`config.mk`:
```
export PLATFORM = sky130hd
export DESIGN_NAME = selective_repeat_receiver
export DESIGN_NICKNAME = d
export VERILOG_FILES = /design/src/rtl/srr_pkg.sv /design/src/rtl/selective_repeat_receiver.sv
export SDC_FILE = /design/constraint.sdc
export NUM_CORES = 1
export LEC_CHECK = 0
export BUFFER_PORTS_ARGS = -buffer_cell sky130_fd_sc_hd__buf_4
export CAP_MARGIN = 20
export CORE_ASPECT_RATIO = 1.1
export CORE_MARGIN = 2
export CORE_UTILIZATION = 45
export DETAILED_ROUTE_END_ITERATION = 10
export GPL_TIMING_DRIVEN = 0
export PLACE_DENSITY = 0.72
export RECOVER_POWER = 100
export SYNTH_ARGS = -nofsm -noshare
export SYNTH_HDL_FRONTEND = slang
export SYNTH_SLANG_ARGS = --single-unit
```
`constraint.sdc`:
```
create_clock -name i_clk -period 13.5 [get_ports i_clk]
set_input_delay 2.7 -clock i_clk [delete_from_list [all_inputs] [get_ports i_clk]]
set_output_delay 2.7 -clock i_clk [all_outputs]
set_load 0.005 [all_outputs]
```
`src/rtl/srr_pkg.sv`:
```
package srr_pkg;

    localparam int WINDOW       = 4;
    localparam int SLOTS        = 8;
    localparam int PAYLOAD_BITS = 64;

    localparam int SEQ_W    = 16;
    localparam int WORD_W   = 64;
    localparam int SLOT_AW  = (SLOTS > 1) ? $clog2(SLOTS) : 1;
    localparam int DRAIN_W  = (WINDOW > 1) ? $clog2(WINDOW) : 1;

    localparam logic KIND_DELIVER = 1'b0;
    localparam logic KIND_ACK     = 1'b1;

    typedef enum logic [1:0] {
        ST_IDLE,
        ST_DELIV,
        ST_ACK,
        ST_DRAIN
    } t_state;

    // Slot of a sequence number; SLOTS is a power of two, so this is a mask.
    function automatic logic [SLOT_AW-1:0] slot_of(input logic [SEQ_W-1:0] seq);
        return SLOT_AW'(seq % SLOTS);
    endfunction

endpackage

```
`src/rtl/selective_repeat_receiver.sv`:
```
// Selective-repeat ARQ receiver.
// Input channel s_*: one arriving packet per item. s_tuser carries the
// checksum-ok flag, s_tdata the sequence number and the payload word.
// Output channel m_*: one result per item. m_tuser is the kind (0 delivery,
// 1 acknowledgement), m_tdata holds the payload word and the ack number,
// m_tlast marks the final result caused by one input packet.
// Corrupt and out-of-window packets give no result. A packet at the window
// base gives a delivery, an ack and up to WINDOW-1 drained deliveries.
// Timing: a packet is taken, then its results leave one per cycle into
// the output register whenever that register is free. Each drained slot
// is first read from the payload memory into a read register and then
// moved from there into the output register.
// The input side is ready only while no packet is in work; it stays ready
// while the last result of the previous packet waits in the output register.
// A stall on m_tready holds the result and the sequencer in place.
// Reset clears the window base, the slot valid bits and both channels at
// once; there is no clearing pass and the block is ready in the next cycle.
module selective_repeat_receiver (
    input  logic         i_clk,
    input  logic         i_rst_n,
    input  logic         s_tvalid,
    output logic         s_tready,
    input  logic [79:0]  s_tdata,   // [15:0] seq_num, [79:16] payload
    input  logic         s_tuser,   // [0] checksum_ok
    output logic         m_tvalid,
    input  logic         m_tready,
    output logic [79:0]  m_tdata,   // [63:0] payload_res, [79:64] ack_num
    output logic         m_tuser,   // [0] kind
    output logic         m_tlast
);

    localparam int SEQ_W   = srr_pkg::SEQ_W;
    localparam int WORD_W  = srr_pkg::WORD_W;
    localparam int SLOT_AW = srr_pkg::SLOT_AW;
    localparam int DRAIN_W = srr_pkg::DRAIN_W;
    localparam int PBITS   = srr_pkg::PAYLOAD_BITS;

    // Control state
    srr_pkg::t_state r_state, n_state;
    logic [SEQ_W-1:0]          r_base, n_base;
    logic [srr_pkg::SLOTS-1:0] r_valid, n_valid;
    logic [SEQ_W-1:0]          r_cur, n_cur;
    logic [DRAIN_W-1:0]        r_drained, n_drained;
    logic                      r_match, n_match;

    // Item being worked on
    logic [SEQ_W-1:0] r_seq, n_seq;
    logic [PBITS-1:0] r_word, n_word;

    // Output register
    logic              r_m_valid, n_m_valid;
    logic              r_m_kind, n_m_kind;
    logic [WORD_W-1:0] r_m_word, n_m_word;
    logic [SEQ_W-1:0]  r_m_ack, n_m_ack;
    logic              r_m_last, n_m_last;

    // Payload memory with a registered read port
    logic [PBITS-1:0] mem [srr_pkg::SLOTS];
    logic [PBITS-1:0] r_rd_data;
    logic             mem_we, mem_re;
    logic [SLOT_AW-1:0] mem_wa, mem_ra;

    // Helpers
    logic [SEQ_W-1:0] in_seq;
    logic [PBITS-1:0] in_word;
    logic             in_ok;
    logic [SEQ_W:0]   base_x, seq_x;
    logic             out_free;
    logic [SEQ_W-1:0] nb, nb1;
    logic [srr_pkg::SLOTS-1:0] valid_after;

    assign in_ok   = s_tuser;
    assign in_seq  = s_tdata[15:0];
    assign in_word = PBITS'(s_tdata[79:16]);
    assign base_x  = {1'b0, r_base};
    assign seq_x   = {1'b0, in_seq};
    assign out_free = !r_m_valid || m_tready;

    // Sequence number drained in this step and the one after it, the next base
    assign nb  = r_cur + SEQ_W'(1);
    assign nb1 = nb + SEQ_W'(1);

    always_comb begin
        valid_after = r_valid;
        valid_after[srr_pkg::slot_of(nb)] = 1'b0;
        valid_after[srr_pkg::slot_of(nb + SEQ_W'(srr_pkg::WINDOW))] = 1'b0;
    end

    always_comb begin
        n_state   = r_state;
        n_base    = r_base;
        n_valid   = r_valid;
        n_cur     = r_cur;
        n_drained = r_drained;
        n_match   = r_match;
        n_seq     = r_seq;
        n_word    = r_word;
        n_m_valid = r_m_valid && !m_tready;
        n_m_kind  = r_m_kind;
        n_m_word  = r_m_word;
        n_m_ack   = r_m_ack;
        n_m_last  = r_m_last;
        mem_we    = 1'b0;
        mem_wa    = srr_pkg::slot_of(in_seq);
        mem_re    = 1'b0;
        mem_ra    = srr_pkg::slot_of(r_seq + SEQ_W'(1));
        s_tready  = (r_state == srr_pkg::ST_IDLE);

        case (r_state)
            srr_pkg::ST_IDLE: begin
                if (s_tvalid && in_ok) begin
                    n_seq  = in_seq;
                    n_word = in_word;
                    if (in_seq == r_base) begin
                        n_match = 1'b1;
                        n_state = srr_pkg::ST_DELIV;
                    end else if (seq_x > base_x &&
                                 seq_x < base_x + (SEQ_W+1)'(srr_pkg::WINDOW)) begin
                        // Buffer inside the window, then ack
                        mem_we  = 1'b1;
                        n_valid[srr_pkg::slot_of(in_seq)] = 1'b1;
                        n_match = 1'b0;
                        n_state = srr_pkg::ST_ACK;
                    end else if (seq_x < base_x &&
                                 seq_x + (SEQ_W+1)'(srr_pkg::WINDOW) >= base_x) begin
                        n_match = 1'b0;
                        n_state = srr_pkg::ST_ACK;
                    end
                end
            end

            srr_pkg::ST_DELIV: begin
                if (out_free) begin
                    n_m_valid = 1'b1;
                    n_m_kind  = srr_pkg::KIND_DELIVER;
                    n_m_word  = WORD_W'(r_word);
                    n_m_ack   = '0;
                    n_m_last  = 1'b0;
                    n_valid[srr_pkg::slot_of(r_seq)] = 1'b0;
                    n_state   = srr_pkg::ST_ACK;
                end
            end

            srr_pkg::ST_ACK: begin
                if (out_free) begin
                    n_m_valid = 1'b1;
                    n_m_kind  = srr_pkg::KIND_ACK;
                    n_m_word  = '0;
                    n_m_ack   = r_seq;
                    n_m_last  = 1'b1;
                    n_state   = srr_pkg::ST_IDLE;
                    if (r_match) begin
                        if (srr_pkg::WINDOW > 1 &&
                            r_valid[srr_pkg::slot_of(r_seq + SEQ_W'(1))]) begin
                            // Fetch the first buffered word to drain
                            n_m_last  = 1'b0;
                            mem_re    = 1'b1;
                            n_cur     = r_seq;
                            n_drained = '0;
                            n_state   = srr_pkg::ST_DRAIN;
                        end else begin
                            n_base = r_seq + SEQ_W'(1);
                        end
                    end
                end
            end

            srr_pkg::ST_DRAIN: begin
                mem_ra = srr_pkg::slot_of(nb1);
                if (out_free) begin
                    n_m_valid = 1'b1;
                    n_m_kind  = srr_pkg::KIND_DELIVER;
                    n_m_word  = WORD_W'(r_rd_data);
                    n_m_ack   = '0;
                    n_valid   = valid_after;
                    n_cur     = nb;
                    n_drained = r_drained + DRAIN_W'(1);
                    if ((int'(r_drained) + 1 >= srr_pkg::WINDOW - 1) ||
                        !valid_after[srr_pkg::slot_of(nb1)]) begin
                        n_m_last = 1'b1;
                        n_base   = nb1;
                        n_state  = srr_pkg::ST_IDLE;
                    end else begin
                        // Advance to the next buffered slot
                        n_m_last = 1'b0;
                        mem_re   = 1'b1;
                    end
                end
            end

            default: begin
                n_state = srr_pkg::ST_IDLE;
            end
        endcase
    end

    always_ff @(posedge i_clk) begin
        if (!i_rst_n) begin
            r_state   <= srr_pkg::ST_IDLE;
            r_base    <= '0;
            r_valid   <= '0;
            r_cur     <= '0;
            r_drained <= '0;
            r_match   <= 1'b0;
            r_m_valid <= 1'b0;
        end else begin
            r_state   <= n_state;
            r_base    <= n_base;
            r_valid   <= n_valid;
            r_cur     <= n_cur;
            r_drained <= n_drained;
            r_match   <= n_match;
            r_m_valid <= n_m_valid;
        end
    end

    always_ff @(posedge i_clk) begin
        r_seq    <= n_seq;
        r_word   <= n_word;
        r_m_kind <= n_m_kind;
        r_m_word <= n_m_word;
        r_m_ack  <= n_m_ack;
        r_m_last <= n_m_last;
    end

    // Writes happen only on accept, reads only as a drain starts or goes on: no overlap
    always_ff @(posedge i_clk) begin
        if (mem_we) begin
            mem[mem_wa] <= in_word;
        end
        if (mem_re) begin
            r_rd_data <= mem[mem_ra];
        end
    end

    assign m_tvalid = r_m_valid;
    assign m_tuser  = r_m_kind;
    assign m_tdata  = {r_m_ack, r_m_word};
    assign m_tlast  = r_m_last;

    a_drain_bound: assert property (@(posedge i_clk) disable iff (!i_rst_n)
        r_state == srr_pkg::ST_DRAIN |-> int'(r_drained) < srr_pkg::WINDOW - 1)
        else $error("drain ran past the window bound");

    a_drain_slot_valid: assert property (@(posedge i_clk) disable iff (!i_rst_n)
        r_state == srr_pkg::ST_DRAIN |-> r_valid[srr_pkg::slot_of(r_cur + SEQ_W'(1))])
        else $error("draining a slot that is not buffered");

    a_match_at_base: assert property (@(posedge i_clk) disable iff (!i_rst_n)
        (r_state == srr_pkg::ST_DELIV || (r_state == srr_pkg::ST_ACK && r_match))
        |-> r_seq == r_base)
        else $error("in-order delivery with a sequence number off the base");

    a_base_stable_in_work: assert property (@(posedge i_clk) disable iff (!i_rst_n)
        (r_state == srr_pkg::ST_DELIV ||
         (r_state == srr_pkg::ST_DRAIN && n_state == srr_pkg::ST_DRAIN))
        |=> $stable(r_base))
        else $error("window base moved before the drain finished");

endmodule

```
# Yosys cells after proc, flatten, opt, wreduce, memory -nomap -nowiden
# Memories as Yosys holds them, arrays and structs flattened. A register that Yosys moved wholly into a read port is not among the register bits.
# Index checks and enable logic that the tools add are counted.
dict set report classes {
  addsub 8
  mul 0
  div 0
  n_lt_le_gt_ge 15
  n_eq_ne 16
  n_shift 0
  mux 79
  n_bitwise 7
  reduce_logical 29
}
# op n
set ops {}
lappend ops {{$mux 64} 3}
lappend ops {{$pmux 64 s3} 1}
lappend ops {{$mux 16} 11}
lappend ops {{$pmux 16 s2} 3}
lappend ops {{$add 16x1->16 const B} 3}
lappend ops {{$mux 8} 5}
lappend ops {{$add 16x3->17 const B} 2}
lappend ops {{$mux 1} 29}
lappend ops {{$mux 2} 14}
lappend ops {{$and 8x8->8} 3}
lappend ops {{$lt 3x4->1 const B} 6}
lappend ops {{$not 8->8} 3}
lappend ops {{$pmux 8 s3} 1}
lappend ops {{$reduce_and 6->1} 3}
lappend ops {{$ge 17x16->1} 1}
lappend ops {{$lt 16x17->1} 1}
lappend ops {{$eq 16x16->1} 1}
lappend ops {{$gt 16x16->1} 1}
lappend ops {{$lt 16x16->1} 1}
lappend ops {{$ne 2x2->1 const B} 8}
lappend ops {{$demux 1 s3} 4}
lappend ops {{$ge 3x1->1 const B} 4}
lappend ops {{$reduce_bool 3->1} 3}
lappend ops {{$logic_and 1x1->1} 8}
lappend ops {{25 further kinds} 35}
dict set report totals {
  reg_bits 208
  latchBits 0
  ramBits 512
  romBits 0
  inputBits 85
  memories 1
}
# memory words width read_ports rd_clocked_by_memory_dff write_ports line
set memory_table {}
lappend memory_table {mem 8 64 1 1 1 selective_repeat_receiver.sv:58} ;# logic [PBITS-1:0] mem [srr_pkg::SLOTS];

# Logic depth before layout (Yosys ltp)
dict set report logic_depth {
  word_depth 15
  ltp_mapped 13
}

# Least setup slack after synthesis
# No wires, ideal clock.
dict set report synth_path {
  kind {input-to-reg}
  start {input port s_tvalid}
  end {memory mem[0][0] in the netlist's numbering, enable pin}
  setup_time_ps 564
  arrival_time_ps 9661
  required_ps 12936
  slack_ps 3275
  stages 4
  path_buffers 0
  cell_sequence {and3_1 -> nor2b_1 -> nand4b_1 -> nor3_1}
}
dict set report synth_between {
  elab_chain_cells 5
}
# item line
set synth_rtl {}
lappend synth_rtl {{from (decl)} selective_repeat_receiver.sv:21} ;# input logic s_tvalid,
lappend synth_rtl {{$logic_and 1x1->1} selective_repeat_receiver.sv:111} ;# if (s_tvalid && in_ok) begin
lappend synth_rtl {{$mux 1} selective_repeat_receiver.sv:111}
lappend synth_rtl {{$mux 1} selective_repeat_receiver.sv:109} ;# case (r_state)
lappend synth_rtl {{$mux 1} selective_repeat_receiver.sv:228} ;# if (mem_we) begin
lappend synth_rtl {{$mux 1 (implied by the code)} selective_repeat_receiver.sv:229} ;# mem[mem_wa] <= in_word;
lappend synth_rtl {{to (decl)} selective_repeat_receiver.sv:58}
# Every way passes these cells.

# Worst setup path after layout
dict set report layout_path {
  start {input port s_tvalid}
  end {memory mem[2][37] in the netlist's numbering, enable pin}
}
# Same word-level chain as after synthesis.

==> impl_metrics.ini <==
[global_route]
grt_pass1_wl_um = 118000
grt_usage = 0.218
grt_pass1_vias = 18387
grt_max_degree = 45
grt-ovfl-total = 0
antenna_found_initial = 6

[floorplan]
fp.coreArea_um2 = 70300
ios = 169
rows = 102
die_height_um = 283
initial_core_util = 0.454
die_area_um2 = 73000
die_w_um = 258

[clock_network]
clock_sinks = 784
clockRootBuffer = clkbuf_16
htree_levels = 3
cts_buffers = 79
cts_setup_buffers = 0
cts_tree = yes
insertion_delay_ns = 0.64
hold_buffers = 0
path_clk_slew_ns = 0.06
ctsResizeCount = 0
clockBufferDepth = 3

[final_layout]
stdcell_count = 3164
multi_input_area_um2 = 8000
final_core_util = 0.527
drive_gt1_frac = 0.196
fillers = 5543
regArea_um2 = 23100
syn_to_final_growth_pct = 16.3
nNetsFinal = 2298
design_area_um2 = 37100

[power_and_ir_drop]
p_leak_uw = 0.0120
max-vdd-ir-drop_uv = 122
pwr_density_cell_nw_per_um2 = 138

[sta]
finalSetupTns_ns = 0
grt_setup_unrepaired = no
drv_slew = 229
worst_pin_slew_ns = 3.23
max_freq_ghz = 0.103
hold_viol_final = 0
period_share = 0.717
min_period_ns = 9.67
setup_violations = 0
skew_ns = 0.0383
slew_headroom = -1.15

[logic_synthesis]
syn-cell-area_um2 = 31900
syn-mean-instance-area_um2 = 17.1
yosysUniqueCellTypes = 69
yosys_warnings = 0
synthCells = 1869
async_reset_ff_frac = 0
synth_top_area_cell = edfxtp_1
yosys-top-cells-area = edfxtp_1, mux4_2, dfxtp_1
synth_top_area_share = 0.695
synth_ff_type = edfxtp_1
ys_seq_area_frac = 0.724
mappedNetlistNets = 2005
synth-edff-count = 738
synth_seq_cells = 784

[placed_design]
place_congestion = 0.896
dp_cells = 3017
portBuffers = 168
dpl.hpwl_um = 53200
dpl_cell_area_um2 = 35200

[detailed_routing]
wl_per_cell_um = 25.2
drt_first_pass_iters = 6
viasPerCell = 5.73
drt_iter0_drc = 2042
drt_wl_total_um = 79800
ant_nets = 0
drc = 0
vias = 18135

[run_status]
status = finished with violations
violations = capacitance limit, slew limit

[worst_setup_path]
cp.arrival_ns = 10.01
critPathLaunchType = input pin
cp-end-kind = flip-flop
worstSetupPathType = in -> reg
critical_path_peak_fanout = 44
required_ns = 13.84

[run]
max_cap_viol_count = 10

[min_path]
hp-class = reg -> reg
-- critical path, stage by stage --
cell and delay, ns:
clkbuf_1 0.14, and3_1 1.90, clkbuf_1 2.38, nor2b_1 0.38, nand4_1 0.42, nor3_1 1.19
clkbuf_1 0.59, buf_6 0.25
-- kinds of logic (layout without fill, tap and decap cells) --
logic type / Yosys count / in the layout / share of synthesized area
AO/OA/AOI/OAI: 245 / 245 / 0.0475
XOR/XNOR: 60 / 60 / 0.0169
adder cells (fa/ha/maj): 51 / 51 / 0.0200
buffers and inverters: 196 / 553 / 0.0249
flip-flops: 784 / 784 / 0.724
multiplexers: 199 / 199 / 0.117
other: 0 / 2 / 0
AND/OR/NAND/NOR: 334 / 334 / 0.0500
-- layer usage --
layer  vias up  share of wire  track usage
li1       7893              -            -
met1      9269           0.39        0.290
met2       841           0.49        0.359
met3       124          0.088       0.0520
met4         8          0.024       0.0637
met5         -        0.00069            0
-- registers in the layout (all words and copies together), names as in the netlist --
register and cells:
m_tlast 1, m_tuser 1, m_tvalid 1, mem 512, r_base 16, r_cur 16, r_drained 2, r_m_ack 16
r_m_word 64, r_match 1, r_rd_data 64, r_seq 16, r_state 2, r_valid 8, r_word 64
-- layout by cell type, fill, tap and decap left out, drive strengths merged, types with 15 or more instances in the layout --
master	instances
edfxtp	738
clkbuf	353
mux4	132
nand2	117
inv	108
o21ai	88
nor2	68
a21oi	66
mux2	65
ha	51
dfxtp	46
buf	44
xnor2	42
nand3	38
clkinv	37
nor3	25
nor2b	22
nand4	18
xor2	17
a211oi	15
-- per-stage QoR --
stage	hold slack, ns	worst slack, ns	power, µW
after global placement	0.466	-3.83	3030
after CTS	0.478	6.70	5160
after floorplan	0.444	3.28	2910
final	0.477	3.83	5110
after detailed placement	0.471	6.06	3040
after global routing	0.502	3.39	5250
-- path summary, 6_finish.rpt --
| check | from | end | slack (ns) | depth (start not counted) |
|---|---|---|---|---|
| min | r_valid[0]$_SDFFE_PN0P_ | r_valid[0]$_SDFFE_PN0P_ | 0.48 | 2 |
| max reg2reg | r_state[0]$_SDFFE_PN0P_ | mem[2][37]$_DFFE_PP_ | 5.07 | 9 |
| max | s_tvalid | mem[2][37]$_DFFE_PP_ | 3.83 | 8 |
| min reg2reg | r_valid[0]$_SDFFE_PN0P_ | r_valid[0]$_SDFFE_PN0P_ | 0.48 | 2 |
-- final cells by class --
cell class | count | area share
flip-flops and latches | 784 | 0.623
inverters | 101 | 0.0102
diodes | 2 | 0.000135
well taps | 936 | 0.0316
repair buffers | 212 | 0.0413
clock inverters | 55 | 0.0129
clock buffers | 90 | 0.0556
multi-input cells | 889 | 0.216
plain buffers | 95 | 0.0101
-- cells in the mapped netlist (2+ instances only) --
cell,instances
nor2b_1,22
a31oi_1,7
a21o_1,6
a211oi_1,12
o31ai_1,13
xnor2_1,42
o32ai_1,5
dfxtp_1,46
mux4_2,131
a211oi_2,3
o21a_1,4
and3b_1,2
nand4_1,18
o22ai_1,4
a2bb2oi_1,2
edfxtp_1,738
a21oi_1,66
and4_1,6
a221oi_2,3
nor4_1,5
a32oi_1,3
o211ai_1,9
o21ai_0,87
nor3_1,25
inv_1,100
mux2i_1,2
nand2_1,117
clkbuf_1,66
mux2_2,64
a22oi_1,2
nand3_1,38
nor2_1,68
xor2_1,17
and2_1,3
and3_1,13
nand2b_1,4
o311ai_0,2
ha_1,51
buf_6,2
o221ai_1,4
buf_1,8
nand4b_1,5
or3_1,3
buf_2,16
-- power by group --
group	internal [µW]	total, µW	switching, µW
Combinational	108	265	157
Clock	1190	2140	944
Sequential	2700	2710	12.5
Total	4000	5110	1110
No activity file was read; power rests on OpenSTA's default activity.
